## config.mk

```make
export PLATFORM = sky130hd
export DESIGN_NAME = kbf_ctrl
export DESIGN_NICKNAME = d
export VERILOG_FILES = /design/src/design/kbf_pkg.sv /design/src/design/kbf_ctrl.sv
export SDC_FILE = /design/constraint.sdc
export NUM_CORES = 1
export LEC_CHECK = 0
export BUFFER_PORTS_ARGS = -buffer_cell sky130_fd_sc_hd__buf_2
export CORE_UTILIZATION = 55
export CTS_CLUSTER_DIAMETER = 50
export DETAILED_ROUTE_END_ITERATION = 6
export PLACE_DENSITY = 0.85
export RECOVER_POWER = 25
export SETUP_SLACK_MARGIN = 0.15
export SLEW_MARGIN = 40
export SYNTH_ARGS = -nofsm -noshare
export SYNTH_HDL_FRONTEND = slang
export SYNTH_SLANG_ARGS = --single-unit
```

## constraint.sdc

```tcl
create_clock -name i_clk -period 3.5 [get_ports i_clk]
set_clock_uncertainty 0.05 [all_clocks]
set_input_delay 0.7 -clock i_clk [delete_from_list [all_inputs] [get_ports i_clk]]
set_output_delay 0.7 -clock i_clk [all_outputs]
set_load 0.01 [all_outputs]
```

## src/design/kbf_pkg.sv

```systemverilog
// ----------------------------------------------------------------------------
// kbf_pkg
// Shared types, codes and fixed-point helpers of the angle/bias Kalman filter.
// ----------------------------------------------------------------------------
package kbf_pkg;

    localparam logic [1:0] CFG_PROC_NOISE = 2'd0;
    localparam logic [1:0] CFG_MEAS_NOISE = 2'd1;
    localparam logic [1:0] CFG_YAW_DBAND  = 2'd2;

    localparam logic [19:0] PROC_NOISE_RST = 20'd5243;
    localparam logic [19:0] MEAS_NOISE_RST = 20'd32768;
    localparam logic [19:0] YAW_DBAND_RST  = 20'd5243;

    localparam int unsigned DIV_STEPS = 60;

    typedef enum logic [3:0] {
        MUL_NONE,
        MUL_PRED,
        MUL_P11,
        MUL_Q,
        MUL_S,
        MUL_K0I,
        MUL_K1I,
        MUL_K0N00,
        MUL_K0N01,
        MUL_K1N00,
        MUL_K1N01,
        MUL_YAW
    } t_mul;

    typedef enum logic [3:0] {
        WR_NONE,
        WR_PRED,
        WR_P11,
        WR_N11,
        WR_N00,
        WR_K0,
        WR_K1,
        WR_KZERO,
        WR_ANG,
        WR_BIAS,
        WR_P0,
        WR_P1,
        WR_P2,
        WR_P3,
        WR_YAW
    } t_wr;

    typedef struct packed {
        t_mul mul;
        t_wr  wr;
        logic innov_we;
        logic div_start;
        logic div_sel;
        logic capture;
        logic load_out;
        logic axis;
    } t_cmd;

    typedef struct packed {
        logic div_done;
        logic denom_pos;
    } t_sts;

    // floor((x + 2^(s-1)) / 2^s)
    function automatic logic signed [71:0] rshr(input logic signed [71:0] x,
                                                input int unsigned s);
        return (x + (72'sd1 <<< (s - 1))) >>> s;
    endfunction

    function automatic logic signed [31:0] sat32(input logic signed [71:0] x);
        if (x > 72'sd2147483647) begin
            return 32'sh7fffffff;
        end else if (x < -72'sd2147483648) begin
            return 32'sh80000000;
        end
        return 32'(x);
    endfunction

endpackage

```

## src/design/kbf_ctrl.sv

```systemverilog
// ----------------------------------------------------------------------------
// kbf_ctrl
// Sequencer: per-axis predict, gain division and update, then yaw and output.
// ----------------------------------------------------------------------------
module kbf_ctrl #(
    parameter int FILTERED_AXES = 2
) (
    input  logic            i_clk,
    input  logic            i_rst_n,
    input  logic            i_in_valid,
    output logic            o_in_stall,
    output logic            o_out_valid,
    input  logic            i_out_stall,
    output kbf_pkg::t_cmd   o_cmd,
    input  kbf_pkg::t_sts   i_sts
);
    import kbf_pkg::*;

    localparam int NAX = (FILTERED_AXES > 2) ? 2 : FILTERED_AXES;

    typedef enum logic [4:0] {
        S_IDLE, S_PRED, S_P11, S_Q, S_S, S_N00,
        S_DIV_K0, S_WAIT_K0, S_DIV_K1, S_WAIT_K1,
        S_M1, S_M2, S_M3, S_M4, S_M5, S_M6, S_M7,
        S_YAW_MUL, S_YAW_WR, S_OUT
    } t_state;

    t_state r_state, n_state;
    logic   r_axis, n_axis;
    logic   r_out_valid;
    logic   w_last_axis;

    assign w_last_axis = (NAX < 2) || r_axis;
    assign o_in_stall  = (r_state != S_IDLE);
    assign o_out_valid = r_out_valid;

    always_comb begin
        o_cmd       = '0;
        o_cmd.mul   = MUL_NONE;
        o_cmd.wr    = WR_NONE;
        o_cmd.axis  = r_axis;
        n_state     = r_state;
        n_axis      = r_axis;
        case (r_state)
            S_IDLE: begin
                if (i_in_valid) begin
                    o_cmd.capture = 1'b1;
                    n_axis        = 1'b0;
                    n_state       = S_PRED;
                end
            end
            S_PRED: begin
                o_cmd.mul = MUL_PRED;
                n_state   = S_P11;
            end
            S_P11: begin
                o_cmd.mul = MUL_P11;
                o_cmd.wr  = WR_PRED;
                n_state   = S_Q;
            end
            S_Q: begin
                o_cmd.mul = MUL_Q;
                o_cmd.wr  = WR_P11;
                n_state   = S_S;
            end
            S_S: begin
                o_cmd.mul = MUL_S;
                o_cmd.wr  = WR_N11;
                n_state   = S_N00;
            end
            S_N00: begin
                o_cmd.wr = WR_N00;
                n_state  = S_DIV_K0;
            end
            S_DIV_K0: begin
                o_cmd.innov_we = 1'b1;
                if (i_sts.denom_pos) begin
                    o_cmd.div_start = 1'b1;
                    n_state         = S_WAIT_K0;
                end else begin
                    o_cmd.wr = WR_KZERO;
                    n_state  = S_M1;
                end
            end
            S_WAIT_K0: begin
                if (i_sts.div_done) begin
                    o_cmd.wr = WR_K0;
                    n_state  = S_DIV_K1;
                end
            end
            S_DIV_K1: begin
                o_cmd.div_start = 1'b1;
                o_cmd.div_sel   = 1'b1;
                n_state         = S_WAIT_K1;
            end
            S_WAIT_K1: begin
                if (i_sts.div_done) begin
                    o_cmd.wr = WR_K1;
                    n_state  = S_M1;
                end
            end
            S_M1: begin
                o_cmd.mul = MUL_K0I;
                n_state   = S_M2;
            end
            S_M2: begin
                o_cmd.mul = MUL_K1I;
                o_cmd.wr  = WR_ANG;
                n_state   = S_M3;
            end
            S_M3: begin
                o_cmd.mul = MUL_K0N00;
                o_cmd.wr  = WR_BIAS;
                n_state   = S_M4;
            end
            S_M4: begin
                o_cmd.mul = MUL_K0N01;
                o_cmd.wr  = WR_P0;
                n_state   = S_M5;
            end
            S_M5: begin
                o_cmd.mul = MUL_K1N00;
                o_cmd.wr  = WR_P1;
                n_state   = S_M6;
            end
            S_M6: begin
                o_cmd.mul = MUL_K1N01;
                o_cmd.wr  = WR_P2;
                n_state   = S_M7;
            end
            S_M7: begin
                o_cmd.wr = WR_P3;
                if (w_last_axis) begin
                    n_state = S_YAW_MUL;
                end else begin
                    n_axis  = 1'b1;
                    n_state = S_PRED;
                end
            end
            S_YAW_MUL: begin
                o_cmd.mul = MUL_YAW;
                n_state   = S_YAW_WR;
            end
            S_YAW_WR: begin
                o_cmd.wr = WR_YAW;
                n_state  = S_OUT;
            end
            S_OUT: begin
                if (!r_out_valid || !i_out_stall) begin
                    o_cmd.load_out = 1'b1;
                    n_state        = S_IDLE;
                end
            end
            default: n_state = S_IDLE;
        endcase
    end

    always_ff @(posedge i_clk) begin
        if (!i_rst_n) begin
            r_state     <= S_IDLE;
            r_axis      <= 1'b0;
            r_out_valid <= 1'b0;
        end else begin
            r_state <= n_state;
            r_axis  <= n_axis;
            if (o_cmd.load_out) begin
                r_out_valid <= 1'b1;
            end else if (!i_out_stall) begin
                r_out_valid <= 1'b0;
            end
        end
    end

    property p_done_in_wait;
        @(posedge i_clk) disable iff (!i_rst_n)
            i_sts.div_done |-> (r_state == S_WAIT_K0 || r_state == S_WAIT_K1);
    endproperty
    a_done_in_wait: assert property (p_done_in_wait) else $error("stray divide done");

    property p_accept_starts;
        @(posedge i_clk) disable iff (!i_rst_n)
            (i_in_valid && !o_in_stall) |=> (r_state == S_PRED && !r_axis);
    endproperty
    a_accept_starts: assert property (p_accept_starts) else $error("bad start");

    property p_valid_from_out;
        @(posedge i_clk) disable iff (!i_rst_n)
            $rose(r_out_valid) |-> $past(r_state) == S_OUT;
    endproperty
    a_valid_from_out: assert property (p_valid_from_out) else $error("stray result");

    property p_no_overwrite;
        @(posedge i_clk) disable iff (!i_rst_n)
            (r_out_valid && i_out_stall) |=> r_out_valid;
    endproperty
    a_no_overwrite: assert property (p_no_overwrite) else $error("result dropped");

endmodule

```

== Yosys cells after proc, flatten, opt, wreduce, memory -nomap -nowiden ==
Cells that the tools add are included.

* Register bits after elaboration: 7
* Word-level logic and storage cells: 59
* Output and inout bits: 16

* Multiplexer cells: 24
* Reductions and logical operators: 8
* Eq/ne operators: 24

{| class="wikitable"
|+ Operators by type and width
! cell !! count
|-
| case mux 5 bit (20 select lines) || 1
|-
| case mux 4 bit (14 select lines) || 1
|-
| case mux 4 bit (11 select lines) || 1
|-
| == test 5 x 4 -> 1 bit (second input constant) || 8
|-
| two-way mux 5 bit || 5
|-
| == test 5 x 3 -> 1 bit (second input constant) || 4
|-
| == test 5 bit (second input constant) || 4
|-
| == test 5 x 2 -> 1 bit (second input constant) || 2
|-
| two-way mux 1 bit || 10
|-
| two-way mux 3 bit || 3
|-
| != test 2 bit (second input constant) || 4
|-
| == test 5 x 1 -> 1 bit (second input constant) || 1
|-
| logical NOT 5 bit || 1
|-
| nonzero test 5 bit || 1
|-
| two-way mux 4 bit || 1
|-
| case mux 1 bit (2 select lines) || 2
|-
| AND reduction 4 bit || 1
|-
| logical NOT 1 bit || 2
|-
| != test 2 x 1 -> 1 bit (second input constant) || 1
|-
| AND reduction 2 bit || 1
|-
| nonzero test 2 bit || 1
|-
| logical OR 1 bit || 1
|}

== Depth between registers and ports, before layout ==
* Depth in word-level cells: 5
* Mapped depth: 6
* Gate-level depth less buffers: 4

== Worst setup path after synthesis ==
No wires, ideal clock.

* Kind: in2out
* Start: input port i_sts[1] (netlist bit)
* End: output port o_cmd[7] (netlist bit)
* Path slack: 1.409 ns
* Cell stages on the path: 3
* Data arrival time: 1.341 ns
* Path through: inv_1 -> or3_1 -> a32oi_1

{| class="wikitable"
|+ RTL lines
! element !! RTL line !! source
|-
| start: declaration || kbf_ctrl.sv:15 || <nowiki>input kbf_pkg::t_sts i_sts</nowiki>
|-
| end: declaration || kbf_ctrl.sv:14 || <nowiki>output kbf_pkg::t_cmd o_cmd,</nowiki>
|}

==> results.json <==
{
  "dpl.hpwl_um": 1393,
  "coreArea_um2": 1334,
  "wl_per_cell_um": 14.32,
  "design_area_um2": 884.6,
  "cts_max_level": 1,
  "hold_buffers": 0,
  "final_nets": 138,
  "post_cts_buffers": 0,
  "whs_ns": 0.4940,
  "final_common_cell": "buf_2",
  "regToRegStartpoint": "r_state[4]",
  "maxCapViolCount": 0,
  "viasPerCell": 6.151,
  "finalSetupViolCount": 0,
  "finalSetupTns_ns": 0,
  "critPathBufInv": 1,
  "yosysWarnings": 0,
  "rr_worst_depth": 4,
  "cts_root_buffer": "clkbuf_4",
  "status": "finished, final reports clean",
  "synth_flop_cell": "dfxtp_1",
  "insertion_delay_ns": 0.26,
  "route.detailed.drc": 0,
  "drt_iter0_markers": 40,
  "multiInputGateArea_um2": 580.6,
  "grt_overflow": 0,
  "p_leak_nw": 0.3728,
  "antenna_left": 0,
  "cts-buffers-inserted": 3,
  "dr.pass1.iters": 4,
  "grt_antenna_before_repair": 0,
  "grt_pass1_wl_um": 2973,
  "wirelength_um": 2091,
  "critPathMaxStageDelay_ns": 0.81,
  "fp.dieW_um": 40.43,
  "worstPathArrival_ns": 1.97,
  "min_path_type": "reg -> reg",
  "final.period_utilization_pct": 77.73,
  "synth_fa_ha_area_share_pct": 0,
  "place_inst": 142,
  "syn2layout_area_growth_pct": 8.937,
  "syn_inst": 118,
  "cp-startpoint": "r_state[2]",
  "place_ws_ns": 1.049,
  "power_mw": 0.4407,
  "fin_util_pct": 66.32,
  "routabilityCongestion": 0.7947,
  "synth_top_area_share_pct": 17.26,
  "synth_top_family_by_area": "simple AND/OR/NAND/NOR gates",
  "path_class": "reg -> out",
  "die_area_um2": 1634,
  "seq_area_frac_synth_pct": 17.26,
  "stdcell_count": 146,
  "num_io_pins": 22,
  "grtUsageTotal_pct": 27.97,
  "diodes": 0,
  "worstMarginPinSlew_ns": 0.7616,
  "synth_top_cell_by_area": "dfxtp_1",
  "cts.sinks": 7,
  "num_vias": 898,
  "hold_viol": 0,
  "dieHeight_um": 40.43,
  "powerDensity_nw_per_um2": 498.2,
  "synth_compound_area_share_pct": 32.82,
  "cts_resized": 0,
  "synth_edf_count": 0,
  "critPathRequiredTime_ns": 2.75,
  "yosysUniqueCellTypes": 43,
  "crit_path_top_delay_cell": "dfxtp_1",
  "avgSynthCellArea_um2": 6.882,
  "r2r_slack_ns": 1.65,
  "ys_ff_latch": 7,
  "cts_tree": "built",
  "port_buffers": 21,
  "setup_slack_ns": 0.7795,
  "syn_area_um2": 812.0,
  "cp_cell_sequence": "and2b_1 > nand3b_1 > o31a_1 > o21ai_1 > buf_2",
  "min_from": "r_axis",
  "regToRegEndpoint": "r_state[0]",
  "clk_path_buf_depth": 2,
  "syn_nets": 124,
  "async_flop_share_pct": 0,
  "clk_pin_slew_worst_paths_ns": 0.06,
  "placed_area_um2": 865.8,
  "register_area_um2": 141.4,
  "rsz0062_at_grt": "no",
  "n_fill_cell": 119,
  "endpoint_kind": "output port",
  "hold_end": "r_axis",
  "yosys.area_share.simple_pct": 37.13,
  "fmax_mhz": 367.6,
  "slew_viol_final": 0,
  "relSlewSlack_pct": 49.16,
  "synthMuxAreaShare_pct": 1.233,
  "ys_top_cells_by_area": "dfxtp_1 (17%), nand2_1 (6.9%), o21ai_1 (5.5%)",
  "final.min_clock_period_ns": 2.720,
  "grt_max_degree": 31,
  "placementRows": 13,
  "synth_xor_area_share_pct": 1.079,
  "drive_gt1_share_pct": 21.37,
  "cpLargestDelayFamily": "flip-flops",
  "cp-start-kind": "register",
  "ir_drop_mv": 0.3694,
  "start_util_pct": 60.88,
  "cp.depth": 5,
  "first_global_vias": 681,
  "holdPathStages": 2,
  "cp_max_fo": 24,
  "mostFrequentLayoutCells": "buf_2 (19), nand2_1 (15), nor2_1 (10), o21ai_1 (8), a21oi_1 (7)"
}
==> worst register-to-register path: stages, from the launching register on <==
cell	delay (ns)
dfxtp_1	0.68
nor3b_2	0.32
nand3_1	0.21
o211ai_2	0.28
mux2i_1	0.23
==> routing by layer <==
metal | up-vias | track usage, % | part of all wire [%]
met5 | - | 0 | 0
met4 | 0 | 14.17 | 2.5
met3 | 8 | 5.000 | 5.1
met2 | 33 | 44.44 | 49
met1 | 405 | 35.67 | 43
li1 | 452 | - | -
==> how the worst max path moves through the flow <==
stage / endpoint / slack, ns
after floorplan: o_cmd[7] / 1.41
after global placement: o_cmd[8] / 1.09
after detailed placement: o_cmd[8] / 1.05
after CTS: o_cmd[8] / 0.78
after global routing: o_cmd[7] / 0.65
final: o_cmd[8] / 0.78
==> power breakdown <==
part | internal, mW | total [mW] | switching (mW)
clock network | 0.0437 | 0.0756 | 0.0320
logic | 0.0958 | 0.225 | 0.129
registers | 0.0918 | 0.140 | 0.0482
total | 0.231 | 0.441 | 0.209
==> state kept, by name (all words and copies together) (netlist names) <==
signal / count
o_out_valid: 1
r_state: 5
r_axis: 1
==> cells by family (layout without fill, tap and decap cells) <==
kind of cell / count (synthesis) / after routing
simple gates: 54 / 54
compound gates: 40 / 40
flops: 7 / 7
buf+inv: 15 / 28
xor+xnor: 1 / 1
mux: 1 / 1
==> cell type report <==
class / instances / share of cell area, %
Timing Repair Buffer: 22 / 12.45
Sequential cell: 7 / 15.98
Inverter: 2 / 0.8487
Clock buffer: 4 / 2.970
Multi-Input combinational cell: 96 / 65.63
Tap cell: 15 / 2.122
==> cell usage after synthesis, drive strengths merged, types with 3 or more instances <==
cell type,n
nand2,15
o21ai,13
buf,11
nor2,10
a21oi,7
dfxtp,7
nor2b,5
nand3b,4
a21boi,3
a32oi,3
nand3,3
nor3,3
nor3b,3
o211ai,3
Power figures use the tool's default switching activity.
